**src/sv/cmdf_pkg.sv**
```systemverilog
// ---------------------------------------------------------------------------
// cmdf_pkg: shared constants and types for the causal MFCC delta unit
// Sizes of the history ring, the weighted sums and the rounding divider.
// ---------------------------------------------------------------------------
package cmdf_pkg;

	localparam int NUM_COEFS  = 13;
	localparam int DELTA_SPAN = 4;
	localparam int RING_LEN   = DELTA_SPAN + 1;

	localparam int DATA_W = 16;
	localparam int IDX_W  = 4;
	localparam int IN_W   = 24;
	localparam int OUT_W  = 56;

	// D = sum of n*n, and the sum of the weights n
	localparam int DENOM = (DELTA_SPAN * (DELTA_SPAN + 1) * (2 * DELTA_SPAN + 1)) / 6;
	localparam int WSUM  = (DELTA_SPAN * (DELTA_SPAN + 1)) / 2;

	localparam int SUM_W  = DATA_W + 1 + $clog2(WSUM + 1);
	localparam int MAG_W  = SUM_W - 1;
	localparam int DEN_W  = $clog2(DENOM);
	localparam int SH     = MAG_W + DEN_W;
	localparam int MUL_W  = MAG_W + 1;
	localparam int PROD_W = MAG_W + MUL_W;
	localparam int QW     = PROD_W - SH;
	localparam longint unsigned RECIP = ((64'd1 << SH) + DENOM - 1) / DENOM;

	localparam int COEF_AW = (NUM_COEFS > 1) ? $clog2(NUM_COEFS) : 1;
	localparam int SLOT_W  = (RING_LEN > 1) ? $clog2(RING_LEN) : 1;
	localparam int FILL_W  = $clog2(RING_LEN + 1);

	typedef logic signed [DATA_W-1:0] word_t;
	typedef word_t [RING_LEN-1:0]     row_t;
	typedef word_t [DELTA_SPAN-1:0]   past_t;

	localparam word_t WORD_MAX = 16'sh7FFF;
	localparam word_t WORD_MIN = 16'sh8000;

	typedef struct packed {
		logic                vld;
		logic [COEF_AW-1:0]  addr;
		logic [SLOT_W-1:0]   slot;
		logic [FILL_W-1:0]   fill;
	} hist_ctl_t;

endpackage

```
**src/sv/cmdf_ring.sv**
```systemverilog
// ---------------------------------------------------------------------------
// cmdf_ring: history ring of one coefficient stream
// One row per coefficient index holds all ring slots. Reads a row, merges the
// newest value, writes it back and picks out the past frames, zeroing those
// not yet seen.
// ---------------------------------------------------------------------------
module cmdf_ring import cmdf_pkg::*; (
	input  logic               clk,
	input  logic               arst_n,
	input  logic               en,
	input  logic [COEF_AW-1:0] rd_addr,
	input  hist_ctl_t          ctl_a,
	input  word_t              cur_a,
	output past_t              past_q
);

	row_t               row_mem_q [NUM_COEFS];
	logic [NUM_COEFS-1:0] row_vld_q;
	row_t               rd_row_q;
	logic               rd_rv_q;
	logic               fwd_vld_q;
	logic [COEF_AW-1:0] fwd_addr_q;
	row_t               fwd_row_q;
	row_t               merged;
	row_t               upd;
	past_t              past_d;

	function automatic logic [SLOT_W-1:0] past_slot(input logic [SLOT_W-1:0] slot,
		input int n);
		int s;
		s = int'(slot) - n;
		if (s < 0) begin
			s = s + RING_LEN;
		end
		return SLOT_W'(s);
	endfunction

	always_comb begin
		// take the row the request ahead just wrote, else memory, else zero
		if (fwd_vld_q && fwd_addr_q == ctl_a.addr) begin
			merged = fwd_row_q;
		end else if (rd_rv_q) begin
			merged = rd_row_q;
		end else begin
			merged = '0;
		end
		upd = merged;
		upd[ctl_a.slot] = cur_a;
		for (int n = 1; n <= DELTA_SPAN; n++) begin
			if (int'(ctl_a.fill) > n) begin
				past_d[n-1] = merged[past_slot(ctl_a.slot, n)];
			end else begin
				past_d[n-1] = '0;
			end
		end
	end

	always_ff @(posedge clk) begin
		if (en) begin
			rd_row_q <= row_mem_q[rd_addr];
			fwd_addr_q <= ctl_a.addr;
			fwd_row_q <= upd;
			past_q <= past_d;
			if (ctl_a.vld) begin
				row_mem_q[ctl_a.addr] <= upd;
			end
		end
	end

	always_ff @(posedge clk or negedge arst_n) begin
		if (!arst_n) begin
			row_vld_q <= '0;
			rd_rv_q <= 1'b0;
			fwd_vld_q <= 1'b0;
		end else if (en) begin
			rd_rv_q <= row_vld_q[rd_addr];
			fwd_vld_q <= ctl_a.vld;
			if (ctl_a.vld) begin
				row_vld_q[ctl_a.addr] <= 1'b1;
			end
		end
	end

endmodule

```
**config.mk**
```make
export PLATFORM = sky130hd
export DESIGN_NAME = cmdf_ring
export DESIGN_NICKNAME = d
export VERILOG_FILES = /design/src/sv/cmdf_pkg.sv /design/src/sv/cmdf_ring.sv
export SDC_FILE = /design/constraint.sdc
export NUM_CORES = 1
export LEC_CHECK = 0
export BUFFER_PORTS_ARGS = -buffer_cell sky130_fd_sc_hd__buf_4
export CAP_MARGIN = 20
export CORE_MARGIN = 4
export CORE_UTILIZATION = 60
export CTS_CLUSTER_SIZE = 12
export DETAILED_ROUTE_END_ITERATION = 8
export PLACE_DENSITY = 0.75
export SYNTH_ARGS = -nofsm -noshare
export SYNTH_HDL_FRONTEND = slang
export SYNTH_SLANG_ARGS = --single-unit
```
**constraint.sdc**
```tcl
create_clock -name clk -period 3.2 [get_ports clk]
set_input_delay 0.64 -clock clk [delete_from_list [all_inputs] [get_ports clk]]
set_output_delay 0.64 -clock clk [all_outputs]
set_load 0.05 [all_outputs]
```
==> flow_summary_export.csv <==
group,metric,value,unit
critical_path,end_kind,"flop",
placement,dpl.cell_count,4164,
sta,fmax,349,MHz
yosys,yosys.area.top_type,"edfxtp_1",
sta,fin_crit,2.86,ns
die,core,0.0872,mm²
yosys,synth.cells.most_frequent,"1,268 x edfxtp_1, 284 x mux4_2, 151 x a21oi_1, 132 x nor2_1, 115 x clkbuf_1",
clock_tree,cts.sinks,1283,
placement,place_ws,-0.00422,ns
placement,gp_congestion,0.985,
yosys,ys_ff_latch,1283,
die,rows,108,
power,ir_drop,0.000654,V
layout,fin_util,0.699,
yosys,yosys_most_used_dff,"edfxtp_1",
detailed_routing,drt_iter0_markers,4529,
critical_path,worstPathArrival,3.26,ns
power,p_seq_frac,0.518,
sta,layout_worst_path_cycle_share,0.895,
sta,fin_hold_ws,0.159,ns
layout,fillers,5288,
grt,grt_pass1_wl,210000,µm
detailed_routing,first_pass_iters,6,
yosys,synth_mux_area_frac,0.149,
yosys,ys_seq_area_frac,0.726,
clock_tree,clk_path_buf_depth,3,
die,die_w,305,µm
detailed_routing,vias,30300,
die,die_area,0.0930,mm²
clock_tree,cts_resized,0,
detailed_routing,drt_wl_total,143000,µm
die,io_pins,98,
power,p_switching,9.54,mW
sta,clock_skew,0.0321,ns
grt,grt_max_degree,175,
power,power_switching_share,0.246,
yosys,synthAdderAreaFrac,0.00236,
critical_path,crit_fanout,36,
sta,worst_pin_slew,1.10,ns
placement,io_buffers,97,
power,p_int,29.3,mW
min_path,hp-class,"input pin to flop",
sta,relSlewSlack,0.269,
yosys,synth-compound-area-share,0.0658,
critical_path,crit_required,3.60,ns
placement,hpwl,85900,µm
outcome,status,"complete, no violations",
layout,final_cells,4383,
yosys,synth_cells,2876,
grt,antenna_found_initial,4,
critical_path,start_kind,"flop",
clock_tree,cts_tree,"yes",
detailed_routing,viasPerCell,6.91,
die,initial_core_util,0.607,
clock_tree,ctsRootBufferMaster,"clkbuf_16",
power,power.density,637,mW/mm²
power,combPwrFrac,0.117,
clock_tree,path_clk_slew,0.06,ns
layout,drive_above_1_share,0.273,
clock_tree,htreeDepth,4,
yosys,synth-edff-count,1268,
grt,grt_usage,0.311,
power,pwr-share-clk,0.365,
layout,register_area,0.0385,mm²
yosys,syn_avg_cell_area,18.4,µm²
layout,multiInputGateArea,0.0138,mm²
critical_path,r2r_cells,8,
grt,grt-ovfl-total,0,
clock_tree,clk_latency,0.74,ns
clock_tree,cts_buffers,133,
yosys,synthTopCellsByArea,"edfxtp_1 72%, mux4_2 12%, mux2i_1 1.7%",
sta,final_max_slew_viol_count,0,
yosys,syn_area,0.0529,mm²
detailed_routing,wl_per_cell,32.7,µm
yosys,syn_nets,2920,
sta,final-hold-violation-count,0,
layout,area_growth_syn_to_layout,15.1,%
yosys,yosysTopAreaCellShare,0.719,
yosys,synth-simple-area-share,0.0374,
layout,fin_nets,3195,
yosys,synth_top_family_by_area,"multiplexers",
sta,rsz0062_at_grt,"false",
sta,fin_ws,0.337,ns
die,dieHeight,305,µm
sta,report.final.setup_viol,0,
yosys,synth_warnings,0,
grt,grt_pass1_vias,30700,
critical_path,critPathKind,"flop to flop",
power,power.leakage,20.3,nW
yosys,synth_xor_area_frac,0.00196,
yosys,ys_types,49,
clock_tree,cts_setup_buffers,0,
yosys,yosysMostFrequentCell,"edfxtp_1",
detailed_routing,ant_nets,0,
run,max-cap-violations,0,
min_path,worst_hold_path.num_cells,1,
yosys,async_flop_share,0.0117,
detailed_routing,drc_errors,0,
power by group through the flow:
stage                     sequential [mW]  clock (mW)  combinational (mW)
after detailed placement             20.4           0                4.44
after CTS                            20.1        14.3                4.47
after floorplan                      20.5           0                2.43
final                                20.1        14.2                4.56
after global routing                 20.1        15.1                4.84
after global placement               20.4           0                4.30
flip-flops by register name, indices dropped and copies added, names as in the netlist:
signal	flops
row_mem_q	1040
fwd_row_q	80
rd_row_q	80
past_q	64
row_vld_q	13
fwd_addr_q	4
fwd_vld_q	1
rd_rv_q	1
area by class of cell:
class / count / area share
Tap cell: 1155 / 0.0237
Antenna cell: 3 / 0.000123
Clock inverter: 34 / 0.00468
Multi-Input combinational cell: 1393 / 0.227
Sequential cell: 1283 / 0.631
Clock buffer: 175 / 0.0589
Inverter: 5 / 0.000308
Timing Repair Buffer: 335 / 0.0542
through the flow:
stage               total power, mW  cell area (µm²)  TNS, ns
finish                         38.8            60900        0
global route                   40.1            60900        0
CTS                            38.9            60900        0
detailed placement             24.9            57000  -0.0539
global placement               24.7            57000        0
floorplan                      22.9            53000  -362.23
cell usage in the layout (no fill, tap or decap), types with 33 or more instances in the layout:
master / count
nand3_1: 82
a21o_1: 33
mux2_2: 54
o221ai_1: 48
nand2_1: 99
nor2b_1: 42
edfxtp_1: 1268
mux2i_1: 90
buf_12: 60
nor2_1: 121
buf_4: 269
a21oi_1: 149
clkbuf_16: 138
a22oi_1: 85
mux4_2: 284
clkbuf_1: 37
a211oi_1: 41
o21ai_0: 54
per-layer routing:
metal / routed length, µm / track usage
met1: 55700 / 0.453
met2: 67700 / 0.478
met3: 14900 / 0.0615
met4: 5180 / 0.114
met5: 0 / 0
path summary, 6_finish.rpt:
check	from	to	slack (ns)
min in group asynchronous	arst_n	row_vld_q[12]$_DFFE_PN0P_	0.31
min	ctl_a[6]	fwd_addr_q[0]$_DFFE_PP_	0.16
max	fwd_addr_q[1]$_DFFE_PP_	row_mem_q[1][70]$_DFFE_PP_	0.34
min reg2reg	row_vld_q[11]$_DFFE_PN0P_	row_vld_q[11]$_DFFE_PN0P_	0.47
max in group asynchronous	arst_n	rd_rv_q$_DFFE_PN0P_	2.69
max reg2reg	fwd_addr_q[1]$_DFFE_PP_	row_mem_q[1][70]$_DFFE_PP_	0.34
repair_timing:
| action | CTS | global route |
|---|---|---|
| endpoints found under the setup margin | 0 | 0 |
| endpoints found under the hold margin | 15 | 0 |
| hold buffers | 1 | 0 |
worst max-delay path, stage by stage (launching register included):
cell and delay, ns:
edfxtp_1 0.37, xor2_1 0.26, nor3_4 0.08, buf_12 0.18, and2_4 0.19, buf_12 0.17, buf_4 0.18, o21a_1 0.26
a21oi_1 0.77
logic make-up (layout without fill, tap and decap cells):
group                      after synthesis  after routing
AOI/OAI and AO/OA                      524            524
xor gates and xnor gates                11             11
adders and majority gates               10             10
buffers and inverters                  200            549
DFF                                   1283           1283
muxes                                  428            428
other                                    0              3
and+or+nand+nor                        420            420
No activity file was read; power rests on OpenSTA's default activity.
