[src/sv/cmdf_pkg.sv]
// ---------------------------------------------------------------------------
// cmdf_pkg: shared constants and types for the causal MFCC delta unit
// Sizes of the history ring, the weighted sums and the rounding divider.
// ---------------------------------------------------------------------------
package cmdf_pkg;

	localparam int NUM_COEFS  = 13;
	localparam int DELTA_SPAN = 4;
	localparam int RING_LEN   = DELTA_SPAN + 1;

	localparam int DATA_W = 16;
	localparam int IDX_W  = 4;
	localparam int IN_W   = 24;
	localparam int OUT_W  = 56;

	// D = sum of n*n, and the sum of the weights n
	localparam int DENOM = (DELTA_SPAN * (DELTA_SPAN + 1) * (2 * DELTA_SPAN + 1)) / 6;
	localparam int WSUM  = (DELTA_SPAN * (DELTA_SPAN + 1)) / 2;

	localparam int SUM_W  = DATA_W + 1 + $clog2(WSUM + 1);
	localparam int MAG_W  = SUM_W - 1;
	localparam int DEN_W  = $clog2(DENOM);
	localparam int SH     = MAG_W + DEN_W;
	localparam int MUL_W  = MAG_W + 1;
	localparam int PROD_W = MAG_W + MUL_W;
	localparam int QW     = PROD_W - SH;
	localparam longint unsigned RECIP = ((64'd1 << SH) + DENOM - 1) / DENOM;

	localparam int COEF_AW = (NUM_COEFS > 1) ? $clog2(NUM_COEFS) : 1;
	localparam int SLOT_W  = (RING_LEN > 1) ? $clog2(RING_LEN) : 1;
	localparam int FILL_W  = $clog2(RING_LEN + 1);

	typedef logic signed [DATA_W-1:0] word_t;
	typedef word_t [RING_LEN-1:0]     row_t;
	typedef word_t [DELTA_SPAN-1:0]   past_t;

	localparam word_t WORD_MAX = 16'sh7FFF;
	localparam word_t WORD_MIN = 16'sh8000;

	typedef struct packed {
		logic                vld;
		logic [COEF_AW-1:0]  addr;
		logic [SLOT_W-1:0]   slot;
		logic [FILL_W-1:0]   fill;
	} hist_ctl_t;

endpackage

[src/sv/cmdf_rdiv.sv]
// ---------------------------------------------------------------------------
// cmdf_rdiv: weighted causal sum and rounded division by D
// Three register stages: weighted sum, rounded magnitude, reciprocal product.
// Sign and saturation follow the last stage.
// ---------------------------------------------------------------------------
module cmdf_rdiv import cmdf_pkg::*; (
	input  logic  clk,
	input  logic  en,
	input  word_t cur,
	input  past_t past,
	output word_t res
);

	localparam int CMP_W = QW + DATA_W + 1;

	logic signed [SUM_W-1:0] sum_d;
	logic signed [SUM_W-1:0] sum_q;
	logic [SUM_W-1:0]        abs_v;
	logic                    neg_q;
	logic [MAG_W-1:0]        mag_q;
	logic                    neg2_q;
	logic [QW-1:0]           quo_q;
	logic [PROD_W-1:0]       prod;
	logic [CMP_W-1:0]        qx;

	always_comb begin
		sum_d = '0;
		for (int n = 1; n <= DELTA_SPAN; n++) begin
			sum_d = sum_d + SUM_W'(n) * (SUM_W'(cur) - SUM_W'($signed(past[n-1])));
		end
	end

	assign abs_v = sum_q[SUM_W-1] ? SUM_W'(-sum_q) : SUM_W'(sum_q);
	assign prod  = PROD_W'(mag_q) * PROD_W'(RECIP);
	assign qx    = CMP_W'(quo_q);

	always_ff @(posedge clk) begin
		if (en) begin
			sum_q <= sum_d;
			neg_q <= sum_q[SUM_W-1];
			mag_q <= MAG_W'(abs_v) + MAG_W'(DENOM / 2);
			neg2_q <= neg_q;
			quo_q <= prod[PROD_W-1:SH];
		end
	end

	always_comb begin
		if (!neg2_q) begin
			res = (qx > CMP_W'(32767)) ? WORD_MAX : DATA_W'(quo_q);
		end else begin
			res = (qx > CMP_W'(32768)) ? WORD_MIN : DATA_W'(-qx);
		end
	end

endmodule

[config.mk]
export PLATFORM = sky130hd
export DESIGN_NAME = cmdf_rdiv
export DESIGN_NICKNAME = d
export VERILOG_FILES = /design/src/sv/cmdf_pkg.sv /design/src/sv/cmdf_rdiv.sv
export SDC_FILE = /design/constraint.sdc
export NUM_CORES = 1
export LEC_CHECK = 0
export BUFFER_PORTS_ARGS = -buffer_cell sky130_fd_sc_hd__buf_2
export CORE_AREA = 8 8 152 154
export CTS_CLUSTER_SIZE = 25
export DETAILED_ROUTE_END_ITERATION = 8
export DIE_AREA = 0 0 160 162
export HOLD_SLACK_MARGIN = 0.08
export PLACE_DENSITY = 0.79
export REMOVE_ABC_BUFFERS = 1
export SETUP_SLACK_MARGIN = 0.3
export SLEW_MARGIN = 10
export SYNTH_ARGS = -nofsm -noshare
export SYNTH_HDL_FRONTEND = slang
export SYNTH_SLANG_ARGS = --single-unit
[constraint.sdc]
create_clock -name clk -period 7.14 [get_ports clk]
set_input_delay 0.357 -clock clk [delete_from_list [all_inputs] [get_ports clk]]
set_output_delay 0.357 -clock clk [all_outputs]
set_load 0.05 [all_outputs]
==> results of run 1 <==
-- how the worst max path moves through the flow --
stage,slack [ns],start,to,cells past startpoint
6_report,0.71,cur[0],sum_q[17],27
5_1_grt,0.30,cur[0],sum_q[17],27
4_1_cts,0.52,cur[0],sum_q[17],27
3_5_place_dp,0.19,cur[0],sum_q[17],27
3_3_place_gp,0.45,cur[0],sum_q[19],27
2_1_floorplan,1.08,cur[0],sum_q[17],26
-- per-stage QoR --
step / worst slack, ns / hold slack [ns] / cell area (um^2) / cells
6_report: 0.7064 / 0.3485 / 13270 / 1747
5_1_grt: 0.3041 / 0.3557 / 13270 / 1747
4_1_cts: 0.5246 / 0.3467 / 13260 / 1747
3_5_place_dp: 0.1937 / 0.4093 / 12950 / 1731
3_3_place_gp: 0.4462 / 0.4070 / 12950 / 1731
2_1_floorplan: 1.080 / 0.4003 / 12110 / 1357
-- flip-flops by register name, summed over array words and instances (netlist names) --
name    flops
sum_q      21
mag_q      20
quo_q      16
neg_q       1
neg2_q      1
-- critical path: cells and delay by family --
kind | cells | cell delay [ns]
AO/OA/AOI/OAI | 10 | 1.94
adder cells (fa/ha/maj) | 7 | 3.07
XOR/XNOR | 2 | 0.37
buffers and inverters | 4 | 0.29
AND/OR/NAND/NOR | 4 | 0.51
-- cells by family after synthesis --
group	synth area share
adders and majority gates	0.4080
buffers and inverters	0.1018
and+or+nand+nor	0.1270
AOI/OAI and AO/OA	0.1472
xor gates and xnor gates	0.06746
DFF	0.1452
muxes	0.003281
-- placed cells by master (no fill, tap or decap), types with 4 or more instances in the layout --
| cell type | count |
|---|---|
| o21ai_0 | 54 |
| and4_1 | 6 |
| and2_1 | 5 |
| ha_1 | 222 |
| nand2b_1 | 14 |
| buf_2 | 97 |
| a21oi_1 | 66 |
| nand3_1 | 26 |
| a211oi_1 | 13 |
| and3_1 | 7 |
| nand2_1 | 73 |
| o311ai_0 | 12 |
| nor3_1 | 18 |
| or3_1 | 5 |
| a21o_1 | 22 |
| nor2b_1 | 16 |
| fa_1 | 110 |
| xnor2_1 | 60 |
| xor2_1 | 33 |
| o21bai_1 | 4 |
| a21boi_0 | 4 |
| o2111ai_1 | 4 |
| o21a_1 | 14 |
| nand3b_1 | 5 |
| inv_1 | 305 |
| o22ai_1 | 4 |
| mux2i_1 | 4 |
| or3_4 | 4 |
| o31ai_1 | 9 |
| nand4_1 | 9 |
| nor2_1 | 66 |
| edfxtp_1 | 59 |
| clkbuf_16 | 9 |
| or4_1 | 8 |
| a31oi_1 | 15 |
| o211ai_1 | 7 |
| nor4_1 | 7 |
-- per-layer routing --
layer / wire length (um) / up-vias / share of wire / track usage
li1: - / 4858 / - / -
met1: 10740 / 4556 / 0.42 / 0.2186
met2: 13370 / 198 / 0.53 / 0.3771
met3: 693 / 43 / 0.027 / 0.02379
met4: 594 / 0 / 0.023 / 0.06967
met5: 0 / - / 0 / 0
-- timing repair --
action / CTS / global route
endpoints found under the setup margin: 0 / 3
hold endpoints to repair: 0 / 0
resized for setup: 0 / 3
-- area by class of cell --
type | count | area (um^2)
Tap cell | 275 | 344.1
Clock inverter | 7 | 77.57
Multi-Input combinational cell | 992 | 9203
Fill cell | 1704 | 7420
Timing Repair Buffer | 99 | 500.5
Inverter | 306 | 1149
Clock buffer | 9 | 225.2
Sequential cell | 59 | 1772
==> metrics.md, run 1 <==
| Metric | Value |
|---|---|
| Startpoint class of the critical path | `input pin` |
| Mapped Area | `12200 um^2` |
| DPL Wire Length | `21.98 mm` |
| DR iter-0 viols | `416` |
| Root buffer cell | `clkbuf_16` |
| Min-Delay Startpoint | `past[0]` |
| Share of layout cells above drive strength 1 | `0.09851` |
| Setup CP Type | `input pin to flop` |
| Reg2Reg Capture Point | `quo_q[14]` |
| Warnings, synthesis | `0` |
| Pin count of the biggest net entering global routing | `60` |
| Tcrit/Tclk final | `0.9011` |
| Setup violators final | `0` |
| Core area | `20690 um^2` |
| Net count, final | `1881` |
| Initial Utilization | `0.5899` |
| Routed WL per cell | `14.54 um` |
| Top cell by count, worst path | `fa_1` |
| Detailed-route wire length | `25.40 mm` |
| Routability congestion estimate | `0.9414` |
| Top cell type's share of synthesized area | `0.2276` |
| WP data required | `7.22 ns` |
| CP max FO | `7` |
| Detailed-router iteration count before antenna repair | `5` |
| Htree depth | `3` |
| Yosys cell types | `81` |
| CTS tree | `done` |
| Setup Fix Bufs, Post-CTS | `0` |
| Status | `finished clean` |
| Largest stage delay, worst path | `0.55 ns` |
| Reg-to-reg slack, setup | `1.50 ns` |
| Max stage delay cell, worst path | `fa_1` |
| Count leader, synth | `inv_1` |
| Rows | `53` |
| Crit end category | `flop` |
| First-pass GRT wire length | `43.17 mm` |
| Antenna viol nets, final | `0` |
| # DRC | `0` |
| Synth area leader | `ha_1` |
| Post-CTS Hold Fix Bufs | `0` |
| Hold worst-path end | `sum_q[0]` |
| Final Max Slew Viols | `0` |
| Worst Max-Slew Pin Slew | `0.7379 ns` |
| Initial antenna violation count | `0` |
| Seq cells post-synth | `59` |
| Final Util | `0.6414` |
| RSZ-0062 raised after global routing | `false` |
| Async SR Flop Fraction | `0` |
| Area delta synth->final | `8.735%` |
| # IOs | `98` |
| Mean area per synthesized cell | `8.863 um^2` |
| Main synth FF type | `edfxtp_1` |
| Final Critical Period | `6.434 ns` |
| Synth cell count leaders | `305 x inv_1, 222 x ha_1, 110 x fa_1` |
| Final hold vios | `0` |
| Max Root-Sink Buffers | `2` |
| Hold depth | `2` |
| CTS buffer count | `9` |
| Clock transition at path regs | `0.06 ns` |
| Synth area leaders | `ha_1 23%, fa_1 18%, edfxtp_1 15%` |
| Slew HR | `0.5081` |
| Full die area | `25920 um^2` |
| DR vias | `9655` |
| R2r worst-path depth | `17` |
| Fmax | `155.4 MHz` |
| Skew final | `0.006571 ns` |
| # Max-Cap Violations | `0` |
| Total global-route track usage | `0.1963` |
| Die height | `162 um` |
| Crit path DAT | `6.52 ns` |
| Seq/Total Area, Yosys | `0.1452` |
| Clk sinks | `59` |
| Total grt overflow | `0` |
| Drt via density | `5.527` |
| RR Startpoint | `mag_q[3]` |
| Number of synthesized flops with an enable pin | `59` |
| Port Buffers | `97` |
| Number of global-route vias before repair | `9846` |
| Post-synthesis cell count | `1377` |
| Hold crit path type | `input pin to flop` |
| Die width | `160 um` |
| Sum Neg Setup Slack | `0 ns` |
| ANT cells | `0` |
| Clk_lat worst skew | `0.33 ns` |
Power of run 1 is not shown: default switching activity piles up to over one toggle a cycle in this logic, so the estimate is an artifact.
==> run 2: changes to the inputs <==
--- a/config.mk
+++ b/config.mk
@@ -5,13 +5,13 @@
 export SDC_FILE = /design/constraint.sdc
 export NUM_CORES = 1
 export LEC_CHECK = 0
-export BUFFER_PORTS_ARGS = -buffer_cell sky130_fd_sc_hd__buf_2
-export CORE_AREA = 8 8 152 154
+export BUFFER_PORTS_ARGS = -buffer_cell sky130_fd_sc_hd__buf_4
+export CORE_AREA = 8 8 158 160
 export CTS_CLUSTER_SIZE = 25
 export DETAILED_ROUTE_END_ITERATION = 8
-export DIE_AREA = 0 0 160 162
+export DIE_AREA = 0 0 166 168
 export HOLD_SLACK_MARGIN = 0.08
-export PLACE_DENSITY = 0.79
+export PLACE_DENSITY = 0.74
 export REMOVE_ABC_BUFFERS = 1
 export SETUP_SLACK_MARGIN = 0.3
 export SLEW_MARGIN = 10
==> run 2 against run 1 <==
  * Critical path depth stayed put
  * Maximum frequency is 1.3% higher
  * Via count is 0.53% lower
  * Critical path type unchanged
==> metrics.md, run 2 (synthesized netlist as in run 1, its figures left out) <==
| Metric | Value |
|---|---|
| Post-CTS Hold Fix Bufs | `0` |
| Startpoint class of the critical path | `input pin` |
| Largest stage delay, worst path | `0.55 ns` |
| Port Buffers | `97` |
| Die width | `166 um` |
| Number of global-route vias before repair | `9872` |
| Status | `finished clean` |
| Root buffer cell | `clkbuf_16` |
| R2r worst-path depth | `17` |
| Reg2Reg Capture Point | `quo_q[14]` |
| Initial antenna violation count | `0` |
| Crit path DAT | `6.43 ns` |
| Slew HR | `0.4965` |
| # DRC | `0` |
| Net count, final | `1880` |
| DR iter-0 viols | `350` |
| Full die area | `27890 um^2` |
| RR Startpoint | `mag_q[3]` |
| RSZ-0062 raised after global routing | `false` |
| First-pass GRT wire length | `43.50 mm` |
| Core area | `22370 um^2` |
| Final WS setup | `0.7906 ns` |
| Final Max Slew Viols | `0` |
| Max stage delay cell, worst path | `fa_1` |
| Clk_lat worst skew | `0.34 ns` |
| Worst Max-Slew Pin Slew | `0.7552 ns` |
| Tcrit/Tclk final | `0.8893` |
| Top cell by count, worst path | `fa_1` |
| Die height | `168 um` |
| Hold crit path type | `input pin to flop` |
| ANT cells | `0` |
| CTS buffer count | `9` |
| Drt via density | `5.469` |
| Crit path from | `cur[0]` |
| Commonest non-fill, non-tap cell in the layout | `inv_1` |
| # Max-Cap Violations | `0` |
| Top Registers | `sum_q x21, mag_q x20, quo_q x16` |
| Area delta synth->final | `10.74%` |
| DPL Wire Length | `21.97 mm` |
| Detailed-router iteration count before antenna repair | `8` |
| Crit end category | `flop` |
| # IOs | `98` |
| Fmax | `157.5 MHz` |
| Most frequent cells in the layout | `305 x inv_1, 222 x ha_1, 110 x fa_1` |
| WP data required | `7.22 ns` |
| Pin count of the biggest net entering global routing | `60` |
| Routability congestion estimate | `0.9022` |
| Sum Neg Setup Slack | `0 ns` |
| CP max FO | `7` |
| Clock transition at path regs | `0.06 ns` |
| CTS tree | `done` |
| Routed WL per cell | `14.52 um` |
| Initial Utilization | `0.5457` |
| Reg-to-reg slack, setup | `1.39 ns` |
| Antenna viol nets, final | `0` |
| Detailed-route wire length | `25.50 mm` |
| Post-place setup slack | `0.2996 ns` |
| Final Critical Period | `6.349 ns` |
| Largest register FFs | `21` |
| Skew final | `0.007792 ns` |
| Rows | `55` |
| DR vias | `9604` |
| Clk sinks | `59` |
| Critical path endpoint | `sum_q[19]` |
| Setup violators final | `0` |
| Max Root-Sink Buffers | `2` |
| Share of layout cells above drive strength 1 | `0.09721` |
| Htree depth | `3` |
| Setup CP Type | `input pin to flop` |
| Total grt overflow | `0` |
| Total global-route track usage | `0.1825` |
| Filler cells | `1934` |
| Hold depth | `2` |
| Top reg by flops | `sum_q` |
| Setup Fix Bufs, Post-CTS | `0` |
| Final hold vios | `0` |
## run 2: how the worst min path moves through the flow
stage,startpoint,to,slack (ns)
final,past[0],sum_q[0],0.33
after global routing,past[0],sum_q[0],0.33
after CTS,past[0],sum_q[0],0.33
after detailed placement,neg_q,neg2_q,0.43
after global placement,neg_q,neg2_q,0.44
after floorplan,neg_q,neg2_q,0.40
## run 2: final cells by class
| type | instances | area (um^2) | area share |
|---|---|---|---|
| well taps | 285 | 356.6 | 0.02638 |
| clock buffers | 9 | 225.2 | 0.01666 |
| repair buffers | 98 | 735.7 | 0.05443 |
| multi-input cells | 992 | 9195 | 0.6803 |
| clock inverters | 7 | 82.58 | 0.006110 |
| inverters | 306 | 1149 | 0.08498 |
| flip-flops and latches | 59 | 1772 | 0.1311 |
## run 2: repair_timing
item / CTS / global route
resized for setup: 0 / 2
setup endpoints to repair: 0 / 2
hold endpoints to repair: 0 / 0
## run 2: through the flow
step                hold WS (ns)  instances  cell area (um^2)    util
finish                    0.3289       1756             13520  0.6043
global route              0.3334       1756             13520  0.6043
detailed placement        0.4310       1740             13200  0.5903
floorplan                 0.4003       1357             12110       -
CTS                       0.3260       1756             13510  0.6041
global placement          0.4440       1740             13200  0.5903
## run 2: routing by layer
metal	share of wire	vias up	track usage	wire, um
li1	-	4852	-	-
met1	0.43	4533	0.2032	10930
met2	0.52	182	0.3536	13210
met3	0.032	37	0.02619	824
met4	0.021	0	0.05336	533
met5	0	-	0	0
## run 2: critical path: cells and delay by family
family                   cells  cell delay, ns
adder cells (fa/ha/maj)      7            3.05
buffers and inverters        4            0.27
XOR/XNOR                     1            0.24
AO/OA/AOI/OAI               10            1.90
AND/OR/NAND/NOR              5            0.62
Power of run 2 is left out for the same reason.
